===== src/hw/rtl/spatial_hash_neighbor_search_macros.svh =====
// Assertion macros for the spatial hash neighbor search block.
`ifndef SPATIAL_HASH_NEIGHBOR_SEARCH_MACROS_SVH
`define SPATIAL_HASH_NEIGHBOR_SEARCH_MACROS_SVH
`ifndef SYNTHESIS
// Check cons in the same cycle as ante.
`define SHNS_ASSERT_NOW(label, clk, rst_n, ante, cons) \
    label: assert property (@(posedge clk) disable iff (!rst_n) (ante) |-> (cons)) \
        else $error("shns: assertion failed");
// Check cons in the cycle after ante.
`define SHNS_ASSERT_NEXT(label, clk, rst_n, ante, cons) \
    label: assert property (@(posedge clk) disable iff (!rst_n) (ante) |=> (cons)) \
        else $error("shns: assertion failed");
`else
`define SHNS_ASSERT_NOW(label, clk, rst_n, ante, cons)
`define SHNS_ASSERT_NEXT(label, clk, rst_n, ante, cons)
`endif
`endif


===== src/hw/rtl/shns_pkg.sv =====
`timescale 1ns / 1ps
`default_nettype none

package shns_pkg;

    localparam int unsigned DEF_MAX_PARTICLES = 1024;
    localparam int unsigned DEF_TABLE_BUCKETS = 1024;
    localparam int unsigned DEF_BUCKET_DEPTH  = 8;
    localparam int unsigned DEF_MAX_NEIGHBORS = 32;
    localparam int unsigned DEF_HASH_PRIME_X  = 73856093;
    localparam int unsigned DEF_HASH_PRIME_Y  = 19349663;

    localparam int FUNC_W     = 2;
    localparam int POS_W      = 24;
    localparam int IDX_W      = 10;
    localparam int ST_W       = 3;
    localparam int CELL_W     = 13;
    localparam int SCALE_W    = 16;
    localparam int KRS_W      = 48;
    localparam int CELL_FRAC  = 20;
    localparam int CFG_IDX_W  = 2;
    localparam int CFG_DATA_W = 48;

    localparam logic [CFG_IDX_W-1:0] CFG_CELL_SCALE = 2'd0;
    localparam logic [CFG_IDX_W-1:0] CFG_GRID_ROWS  = 2'd1;
    localparam logic [CFG_IDX_W-1:0] CFG_GRID_COLS  = 2'd2;
    localparam logic [CFG_IDX_W-1:0] CFG_KERNEL     = 2'd3;

    localparam logic [SCALE_W-1:0] RST_CELL_SCALE = 16'd256;
    localparam logic [CELL_W-1:0]  RST_GRID_ROWS  = 13'd64;
    localparam logic [CELL_W-1:0]  RST_GRID_COLS  = 13'd64;
    localparam logic [KRS_W-1:0]   RST_KERNEL     = 48'd16777216;

    typedef enum logic [FUNC_W-1:0] {
        FN_CLEAR  = 2'd0,
        FN_INSERT = 2'd1,
        FN_QUERY  = 2'd2,
        FN_NOP    = 2'd3
    } func_t;

    typedef enum logic [ST_W-1:0] {
        ST_OK          = 3'd0,
        ST_OUTSIDE     = 3'd1,
        ST_BUCKET_FULL = 3'd2,
        ST_STORE_FULL  = 3'd3,
        ST_BAD_INDEX   = 3'd4
    } status_t;

    // controller to datapath
    typedef struct packed {
        logic    in_ready;
        logic    accept;
        logic    clr_start;
        logic    clr_step;
        logic    ins_store;
        logic    pos_rd_q;
        logic    pos_rd_m;
        logic    cell_calc;
        logic    win_calc;
        logic    hash_mul;
        logic    hash_sum;
        logic    hash_step;
        logic    scan_init;
        logic    fill_rd;
        logic    memb_wr;
        logic    memb_rd;
        logic    adv_slot;
        logic    adv_j;
        logic    adv_i;
        logic    dist_mul;
        logic    hit_take;
        logic    hit_over;
        logic    push_fin;
        status_t fin_status;
    } shns_cmd_t;

    // datapath to controller
    typedef struct packed {
        logic  in_valid;
        func_t in_func;
        func_t func;
        logic  store_full;
        logic  bad_q;
        logic  in_grid;
        logic  sweep_done;
        logic  hash_done;
        logic  bucket_full;
        logic  slot_end;
        logic  j_end;
        logic  i_end;
        logic  self_hit;
        logic  near;
        logic  n_full;
        logic  pend_valid;
        logic  can_push;
    } shns_stat_t;

endpackage

`default_nettype wire


===== src/hw/rtl/shns_ctrl.sv =====
`timescale 1ns / 1ps
`default_nettype none

module shns_ctrl import shns_pkg::*; (
    input  logic       clk,
    input  logic       rst_n,
    input  shns_stat_t stat,
    output shns_cmd_t  cmd
);

    typedef enum logic [14:0] {
        S_IDLE = 15'b000000000000001,
        S_CLR  = 15'b000000000000010,
        S_CELL = 15'b000000000000100,
        S_WIN  = 15'b000000000001000,
        S_HMUL = 15'b000000000010000,
        S_HSUM = 15'b000000000100000,
        S_HRED = 15'b000000001000000,
        S_FILL = 15'b000000010000000,
        S_INSW = 15'b000000100000000,
        S_SCAN = 15'b000001000000000,
        S_SLOT = 15'b000010000000000,
        S_POS  = 15'b000100000000000,
        S_MUL  = 15'b001000000000000,
        S_CMP  = 15'b010000000000000,
        S_DONE = 15'b100000000000000
    } state_t;

    state_t  state_reg, state_next;
    logic    clr_op_reg, clr_op_next;
    status_t code_reg, code_next;

    always_comb
    begin
        cmd            = '0;
        state_next     = state_reg;
        clr_op_next    = clr_op_reg;
        code_next      = code_reg;
        cmd.fin_status = code_reg;
        case (state_reg)
            S_IDLE:
            begin
                cmd.in_ready = 1'b1;
                if (stat.in_valid)
                begin
                    cmd.accept = 1'b1;
                    code_next  = ST_OK;
                    case (stat.in_func)
                        FN_CLEAR:
                        begin
                            cmd.clr_start = 1'b1;
                            clr_op_next   = 1'b1;
                            state_next    = S_CLR;
                        end
                        FN_INSERT:
                        begin
                            if (stat.store_full)
                            begin
                                code_next  = ST_STORE_FULL;
                                state_next = S_DONE;
                            end
                            else
                            begin
                                state_next = S_CELL;
                            end
                        end
                        FN_QUERY:
                        begin
                            if (stat.bad_q)
                            begin
                                code_next  = ST_BAD_INDEX;
                                state_next = S_DONE;
                            end
                            else
                            begin
                                cmd.pos_rd_q = 1'b1;
                                state_next   = S_CELL;
                            end
                        end
                        default: ;
                    endcase
                end
            end
            S_CLR:
            begin
                cmd.clr_step = 1'b1;
                if (stat.sweep_done)
                begin
                    clr_op_next = 1'b0;
                    state_next  = clr_op_reg ? S_DONE : S_IDLE;
                end
            end
            S_CELL:
            begin
                cmd.cell_calc = 1'b1;
                cmd.ins_store = (stat.func == FN_INSERT);
                state_next    = S_WIN;
            end
            S_WIN:
            begin
                cmd.win_calc = 1'b1;
                state_next   = S_HMUL;
            end
            S_HMUL:
            begin
                if (!stat.in_grid)
                begin
                    code_next  = ST_OUTSIDE;
                    state_next = S_DONE;
                end
                else
                begin
                    cmd.hash_mul = 1'b1;
                    state_next   = S_HSUM;
                end
            end
            S_HSUM:
            begin
                cmd.hash_sum = 1'b1;
                state_next   = S_HRED;
            end
            S_HRED:
            begin
                if (stat.hash_done)
                begin
                    cmd.scan_init = 1'b1;
                    state_next    = (stat.func == FN_INSERT) ? S_FILL : S_SCAN;
                end
                else
                begin
                    cmd.hash_step = 1'b1;
                end
            end
            S_FILL:
            begin
                cmd.fill_rd = 1'b1;
                state_next  = S_INSW;
            end
            S_INSW:
            begin
                if (stat.bucket_full)
                begin
                    code_next = ST_BUCKET_FULL;
                end
                else
                begin
                    cmd.memb_wr = 1'b1;
                end
                state_next = S_DONE;
            end
            S_SCAN:
            begin
                cmd.fill_rd = 1'b1;
                state_next  = S_SLOT;
            end
            S_SLOT:
            begin
                if (stat.slot_end)
                begin
                    if (!stat.j_end)
                    begin
                        cmd.adv_j  = 1'b1;
                        state_next = S_SCAN;
                    end
                    else if (!stat.i_end)
                    begin
                        cmd.adv_i  = 1'b1;
                        state_next = S_SCAN;
                    end
                    else
                    begin
                        state_next = S_DONE;
                    end
                end
                else
                begin
                    cmd.memb_rd = 1'b1;
                    state_next  = S_POS;
                end
            end
            S_POS:
            begin
                if (stat.self_hit)
                begin
                    cmd.adv_slot = 1'b1;
                    state_next   = S_SLOT;
                end
                else
                begin
                    cmd.pos_rd_m = 1'b1;
                    state_next   = S_MUL;
                end
            end
            S_MUL:
            begin
                cmd.dist_mul = 1'b1;
                state_next   = S_CMP;
            end
            S_CMP:
            begin
                if (!stat.near)
                begin
                    cmd.adv_slot = 1'b1;
                    state_next   = S_SLOT;
                end
                else if (stat.n_full)
                begin
                    cmd.hit_over = 1'b1;
                    cmd.adv_slot = 1'b1;
                    state_next   = S_SLOT;
                end
                else if (!stat.pend_valid || stat.can_push)
                begin
                    cmd.hit_take = 1'b1;
                    cmd.adv_slot = 1'b1;
                    state_next   = S_SLOT;
                end
            end
            S_DONE:
            begin
                if (stat.can_push)
                begin
                    cmd.push_fin = 1'b1;
                    state_next   = S_IDLE;
                end
            end
            default:
            begin
                state_next = S_IDLE;
            end
        endcase
    end

    always_ff @(posedge clk or negedge rst_n)
    begin
        if (!rst_n)
        begin
            state_reg  <= S_CLR;
            clr_op_reg <= 1'b0;
            code_reg   <= ST_OK;
        end
        else
        begin
            state_reg  <= state_next;
            clr_op_reg <= clr_op_next;
            code_reg   <= code_next;
        end
    end

endmodule

`default_nettype wire


===== config.mk =====
export PLATFORM = sky130hd
export DESIGN_NAME = shns_ctrl
export DESIGN_NICKNAME = d
export VERILOG_FILES = /design/src/hw/rtl/spatial_hash_neighbor_search_macros.svh /design/src/hw/rtl/shns_pkg.sv /design/src/hw/rtl/shns_ctrl.sv
export SDC_FILE = /design/constraint.sdc
export NUM_CORES = 1
export LEC_CHECK = 0
export ABC_CLOCK_PERIOD_IN_PS = 3000
export BUFFER_PORTS_ARGS = -buffer_cell sky130_fd_sc_hd__buf_2
export CAP_MARGIN = 20
export CORE_MARGIN = 1
export CORE_UTILIZATION = 32
export DETAILED_ROUTE_END_ITERATION = 7
export SKIP_CTS_REPAIR_TIMING = 1
export SLEW_MARGIN = 20
export SYNTH_ARGS = -nofsm -noshare
export SYNTH_HDL_FRONTEND = slang
export SYNTH_SLANG_ARGS = --single-unit

===== constraint.sdc =====
create_clock -name clk -period 3 [get_ports clk]
set_clock_uncertainty 0.2 [all_clocks]
set_input_delay 0.6 -clock clk [delete_from_list [all_inputs] [get_ports clk]]
set_output_delay 0.6 -clock clk [all_outputs]
set_load 0.03 [all_outputs]

==> metrics.log, run 1 <==
[metrics] maximum clock insertion buffer count: 2
[metrics] fraction of layout cells with a size suffix above 1: 41.4%
[metrics] number of clock buffers inserted by TritonCTS: 3
[metrics] total routed wirelength: about 4300 um
[metrics] total of flip-flops plus latches after synthesis: 19
[metrics] placer's final routability congestion estimate: roughly 0.84
[metrics] cell area after synthesis: 0.00154 sq mm
[metrics] FF/Latch Area: 477 sq um
[metrics] area of the multi-input gates: between 0.001 and 0.0015 sq mm
[metrics] most common cell after layout, fill and taps aside: sky130_fd_sc_hd__buf_2
[metrics] worst IR drop on VDD: about 0.43 mV
[metrics] highest attainable clock frequency: around 330 MHz
[metrics] Clk pwr share: between 10% and 20%
[metrics] met3 capacity usage during global routing: between 3 and 4%
[metrics] Placed Instance Area: 0.00187 sq mm
[metrics] crit path launch type: flop
[metrics] Tightest Hold Check Type: input pin to async pin
[metrics] share of flip-flops with an asynchronous set or reset after synthesis: 100%
[metrics] total overflow reported by the global router: 0
[metrics] slowest stage delay, CP: a little under 0.6 ns
[metrics] worst-case headroom to the max-slew limit: a little under two thirds
[metrics] post-layout instance area: between 0.0015 and 0.002 sq mm
[metrics] Register-to-Register Setup Slack: 0.55 ns
[metrics] result of the run: finished, violations left
[metrics] die area: slightly above 0.005 sq mm
[metrics] count of max-cap constraint violations: 0
[metrics] DR iter-0 viols: 85
[metrics] count of endpoints failing hold in the final timing report: 0
[metrics] Pwr Total: roughly 1.3 mW
[metrics] sequential power share: 28.0%
[metrics] PD cells: between 600 and 700 mW/mm^2
[metrics] ANT cells: 0
[metrics] max reg flops: 15
[metrics] Area Overhead vs Synth: 29.0%
[metrics] Critical Setup Path Class: flop to primary output
[metrics] RSZ-0062 raised after global routing: true
[metrics] TritonCTS Sinks: 19
[metrics] syn avg cell area: 9.26 sq um
[metrics] clk_lat worst skew: 0.26 ns
[metrics] area of the core: between 0.004 and 0.005 sq mm
[metrics] capture point of the worst reg-to-reg path: code_reg[2]
[metrics] most frequent CP cell: sky130_fd_sc_hd__buf_4
[metrics] wire length of the first global-routing pass: around 6700 um
[metrics] vias after detailed routing: ~1,500
[metrics] worst-margin pin slew: between 0.5 and 0.6 ns
[metrics] number of antenna violations at the first check in global routing: 0
[metrics] Initial Utilization: around 34%
[metrics] Post-DP HPWL: around 3300 um
[metrics] post-route minimum period: between 3 and 4 ns
[metrics] TritonCTS clock tree: yes
[metrics] drt drc: 3
[metrics] First-pass DRT Iterations: 7
[metrics] global-route usage over all layers: 17.0%
[metrics] power share of the combinational group: 57.5%
[metrics] arrival time at the worst endpoint: about 2.2 ns
[metrics] I/O pin total: 47
[metrics] depth of the most critical reg-to-reg path: 5
[metrics] via-per-instance ratio: ~5.5
[metrics] CTS root buffer: sky130_fd_sc_hd__clkbuf_8
[metrics] max-slew violations: 0
[metrics] Synthesized Nets: 190
[metrics] net switching power figure: 583 uW
[metrics] fill cell count: 456
[metrics] buffers added on ports: 46
[metrics] Int Power: about 700 uW
[metrics] Crit path required time: 2.20 ns
[metrics] most used cells in the layout excluding fill and tap cells: sky130_fd_sc_hd__buf_2 (43), sky130_fd_sc_hd__nor2_1 (21), sky130_fd_sc_hd__dfrtp_1 (18)
[metrics] worst reg2reg path startpoint: state_reg[9]
[metrics] Synth cell types: 57
[metrics] Post-Synthesis Cells: 166
[metrics] met2 capacity usage during global routing: between 20% and 30%
[metrics] part of the cycle the worst path needs: 100%
[metrics] final setup violation count: 1
[metrics] chip width: approximately 71 um
[metrics] H-tree level count: 1
[metrics] pin count of the biggest net entering global routing: 20
[metrics] detailed-route wire length per cell: approximately 16 um
[metrics] peak fanout along the critical path: 9
[metrics] type of element capturing the critical path: primary output
[metrics] GR peak layer: met2
[metrics] switching part of the total power: between 40 and 50%
[metrics] Seq/Total Area, Yosys: between 30% and 40%
[metrics] violated checks: DRC, setup timing
[metrics] via count of the first global-routing pass: 1,359
[metrics] slowest cell on the critical path: sky130_fd_sc_hd__or4_4
[metrics] worst-path cell chain: or4_4, nor3_4, buf_4, nand3_1, o21ai_0, buf_4
[metrics] most used flip-flop cell after synthesis: sky130_fd_sc_hd__dfrtp_1
[metrics] met1 Usage GRT: between 20% and 30%
[metrics] antenna viol nets, final: 0
[metrics] number of warnings reported in the yosys synthesis log: 0
[metrics] Net count, final: ~250
[metrics] die height: between 70 and 80 um
[metrics] worst path setup slack after routing: -0.00658 ns
[metrics] P_leak: 0.950 nW
[metrics] count of flip-flops with a built-in enable after synthesis: 0
[metrics] standard-cell row count: 24
[metrics] register clock-pin slew on the reported worst setup and hold paths: roughly 0.07 ns
## synthesized netlist by cell type (all sizes together) (2+ instances only)
cell type	count	area [sq um]
a21oi	3	18.8
nand2	10	37.5
nor4bb	4	40.0
and2	3	20.0
and3b	2	17.5
or4	5	52.6
o32ai	2	17.5
inv	12	45.0
nor4	4	58.8
dfrtp	18	450
or3	2	17.5
a22oi	3	22.5
nand4	6	43.8
nand3	8	50.1
nand2b	2	12.5
o21ai	8	43.8
mux2	2	22.5
nor2	22	82.6
nor3	6	57.6
or4b	2	20.0
a211oi	2	20.0
ha	3	37.5
o22ai	3	18.8
and3	3	18.8
nor4b	8	85.1
buf	4	41.3
nor3b	3	22.5
## critical path: cells and delay by family (launching register included)
kind	cells	cell delay, ns
AOI/OAI and AO/OA	1	0.13
buffers and inverters	2	0.36
DFF	1	0.50
and+or+nand+nor	3	0.95
## layout make-up
cell class / count / area share, %
multi-input cells: 130 / 53.0
flip-flops and latches: 19 / 24.0
repair buffers: 54 / 15.0
well taps: 52 / 3.28
inverters: 13 / 2.46
clock buffers: 4 / 2.27
## cells by family after synthesis
| kind of cell | after synthesis | share of synthesized area [%] |
|---|---|---|
| xor+xnor | 2 | 1.14 |
| buf+inv | 17 | 5.86 |
| compound gates | 31 | 15.5 |
| fa+ha+maj | 3 | 2.44 |
| simple gates | 92 | 42.6 |
| flops | 19 | 31.0 |
| mux | 2 | 1.46 |
## power groups by stage
stage / combinational, mW / sequential (mW) / clock (mW)
2_1_floorplan: 0.500 / 0.366 / 0
3_3_place_gp: 0.689 / 0.356 / 0
3_5_place_dp: 0.682 / 0.358 / 0
4_1_cts: 0.688 / 0.354 / 0.190
5_1_grt: 0.796 / 0.363 / 0.200
6_report: 0.733 / 0.357 / 0.185
## metal layers
layer / wire length [um] / vias up / share of wire (%)
li1: - / 748 / -
met1: 2030 / 698 / 48
met2: 1910 / 51 / 45
met3: 256 / 5 / 6.0
met4: 46 / 0 / 1.1
met5: 0 / - / 0
## per-stage QoR
stage	worst slack, ns	hold slack (ns)	cells	utilization, %	TNS [ns]
2_1_floorplan	-0.0696	0.104	166	-	-0.0986
3_3_place_gp	0.220	0.274	266	41.8	0
3_5_place_dp	0.190	0.280	266	41.8	0
4_1_cts	-0.113	0.0875	270	42.8	-0.138
5_1_grt	-0.0730	0.108	272	44.4	-0.142
6_report	-0.00658	0.0724	272	44.4	-0.00658
## how the worst max path moves through the flow
stage               slack, ns  depth (start not counted)          from  endpoint
global route            -0.07                          6  state_reg[2]    cmd[9]
finish                 -0.007                          6  state_reg[2]    cmd[9]
CTS                     -0.11                          5  state_reg[5]    cmd[7]
global placement         0.22                          5  state_reg[5]    cmd[7]
floorplan               -0.07                          4  state_reg[5]   cmd[21]
detailed placement       0.19                          5  state_reg[5]    cmd[7]
No activity file was read; power rests on OpenSTA's default activity.
==> run 2, diff against run 1 <==
--- a/config.mk
+++ b/config.mk
@@ -5,12 +5,13 @@
 export SDC_FILE = /design/constraint.sdc
 export NUM_CORES = 1
 export LEC_CHECK = 0
-export ABC_CLOCK_PERIOD_IN_PS = 3000
+export ABC_CLOCK_PERIOD_IN_PS = 3600
 export BUFFER_PORTS_ARGS = -buffer_cell sky130_fd_sc_hd__buf_2
 export CAP_MARGIN = 20
 export CORE_MARGIN = 1
 export CORE_UTILIZATION = 32
 export DETAILED_ROUTE_END_ITERATION = 7
+export PLACE_DENSITY = 0.62
 export SKIP_CTS_REPAIR_TIMING = 1
 export SLEW_MARGIN = 20
 export SYNTH_ARGS = -nofsm -noshare
==> constraint.sdc (replaced) <==
create_clock -name clk -period 3.6 [get_ports clk]
set_clock_uncertainty 0.2 [all_clocks]
set_input_delay 0.72 -clock clk [delete_from_list [all_inputs] [get_ports clk]]
set_output_delay 0.72 -clock clk [all_outputs]
set_load 0.03 [all_outputs]
==> metrics.log, run 2 (synthesis gave the netlist of run 1 again) <==
[metrics] drt drc: 3
[metrics] die height: between 70 and 80 um
[metrics] RSZ-0062 raised after global routing: false
[metrics] slowest cell on the critical path: sky130_fd_sc_hd__nor4_2
[metrics] worst slack on hold paths: between 0.15 and 0.2 ns
[metrics] worst-margin pin slew: 0.605 ns
[metrics] Post-DP HPWL: around 3400 um
[metrics] post-place setup slack: 0.593 ns
[metrics] part of the cycle the worst path needs: 91.8%
[metrics] most used cells in the layout excluding fill and tap cells: sky130_fd_sc_hd__buf_2 (46), sky130_fd_sc_hd__nor2_1 (22), sky130_fd_sc_hd__dfrtp_1 (18)
[metrics] wire length of the first global-routing pass: 6880 um
[metrics] register clock-pin slew on the reported worst setup and hold paths: 0.08 ns
[metrics] number of clock buffers inserted by TritonCTS: 3
[metrics] PD cells: between 500 and 600 mW/mm^2
[metrics] final setup violation count: 0
[metrics] Net count, final: 240
[metrics] chip width: 71.3 um
[metrics] die area: between 0.005 and 0.006 sq mm
[metrics] fraction of layout cells with a size suffix above 1: a little over a third
[metrics] max reg flops: 15
[metrics] depth of the most critical reg-to-reg path: 6
[metrics] total routed wirelength: ~4300 um
[metrics] maximum clock insertion buffer count: 2
[metrics] buffers added on ports: 46
[metrics] area of the core: approximately 0.0045 sq mm
[metrics] via-per-instance ratio: between 5 and 6
[metrics] worst-path cell chain: nor4_2, nand3_1, nor4bb_2, nor3b_1, buf_2
[metrics] count of endpoints failing hold in the final timing report: 0
[metrics] standard-cell row count: 24
[metrics] peak fanout along the critical path: 6
[metrics] placer's final routability congestion estimate: 0.872
[metrics] type of element capturing the critical path: primary output
[metrics] worst IR drop on VDD: 0.251 mV
[metrics] worst reg2reg path startpoint: state_reg[2]
[metrics] capture point of the worst reg-to-reg path: code_reg[2]
[metrics] crit path launch type: flop
[metrics] post-layout instance area: between 0.0015 and 0.002 sq mm
[metrics] most common cell after layout, fill and taps aside: sky130_fd_sc_hd__buf_2
[metrics] Placed Instance Area: 0.00182 sq mm
[metrics] P_leak: 0.908 nW
[metrics] number of antenna violations at the first check in global routing: 0
[metrics] global-route usage over all layers: 17.3%
[metrics] highest attainable clock frequency: slightly above 300 MHz
[metrics] TritonCTS Sinks: 19
[metrics] via count of the first global-routing pass: roughly 1,400
[metrics] Pwr Total: around 1.0 mW
[metrics] Register-to-Register Setup Slack: between 1 and 1.5 ns
[metrics] Tightest Hold Check Type: input pin to async pin
[metrics] antenna viol nets, final: 0
[metrics] CTS root buffer: sky130_fd_sc_hd__clkbuf_8
[metrics] detailed-route wire length per cell: about 16 um
[metrics] Crit path required time: around 2.7 ns
[metrics] H-tree level count: 1
[metrics] clk_lat worst skew: between 0.2 and 0.3 ns
[metrics] startpoint of the most critical setup path: state_reg[9]
[metrics] max-slew violations: 0
[metrics] worst path setup slack after routing: just under 0.3 ns
[metrics] First-pass DRT Iterations: 6
[metrics] total overflow reported by the global router: 0
[metrics] count of max-cap constraint violations: 0
[metrics] I/O pin total: 47
[metrics] TritonCTS clock tree: yes
[metrics] post-route minimum period: approximately 3.3 ns
[metrics] Area Overhead vs Synth: 21.5%
[metrics] arrival time at the worst endpoint: approximately 2.4 ns
[metrics] pin count of the biggest net entering global routing: 20
[metrics] worst-case headroom to the max-slew limit: about three fifths
[metrics] ANT cells: 0
[metrics] Critical Setup Path Class: flop to primary output
[metrics] DR iter-0 viols: 77
[metrics] vias after detailed routing: 1,520
[metrics] slowest stage delay, CP: 0.57 ns
[metrics] Initial Utilization: 34.4%
[metrics] result of the run: finished, violations left
[metrics] violated checks: DRC
-- run 2: changes by cell type in the layout (fill, tap and decap cells not counted), sizes merged --
| cell | delta |
|---|---|
| buf | -4 |
| clkbuf | -2 |
| clkinv | +1 |
-- run 2: report_power, final --
part           total, mW  internal [mW]  switching [mW]
logic              0.559          0.203           0.356
clock network      0.157         0.0772          0.0795
registers          0.300          0.251          0.0488
-- run 2: routing by layer --
metal / up-vias / global-route usage (%) / routed length (um)
li1: 733 / - / -
met1: 729 / 23.5 / 2020
met2: 54 / 28.4 / 2000
met3: 4 / 3.94 / 228
met4: 0 / 3.56 / 13
met5: - / 0 / 0
-- run 2: layout make-up --
class	count	area [sq um]
clock buffer	3	41.3
clock inverter	1	5.00
fill	462	2610
inverter	13	48.8
multi-input combinational	130	978
sequential	19	477
tap	52	65.1
timing repair buffer	49	253
-- run 2: critical path: cells and delay by family (launching register included) --
kind / cells / cell delay (ns)
buf+inv: 1 / 0.22
flops: 1 / 0.44
simple gates: 4 / 1.46
-- run 2: worst max path at each step --
stage / depth (start not counted) / to / slack [ns]
final: 5 / cmd[21] / 0.30
after global routing: 5 / cmd[21] / 0.08
after CTS: 5 / cmd[21] / 0.28
after detailed placement: 5 / cmd[21] / 0.59
after global placement: 5 / cmd[21] / 0.62
after floorplan: 4 / cmd[21] / -0.04
-- run 2: per-stage QoR --
step / setup TNS [ns] / instances / util, %
after floorplan: -0.0448 / 166 / -
final: 0 / 267 / 41.8
after global placement: 0 / 263 / 40.7
after CTS: 0 / 267 / 41.8
after detailed placement: 0 / 263 / 40.7
after global routing: 0 / 267 / 41.8
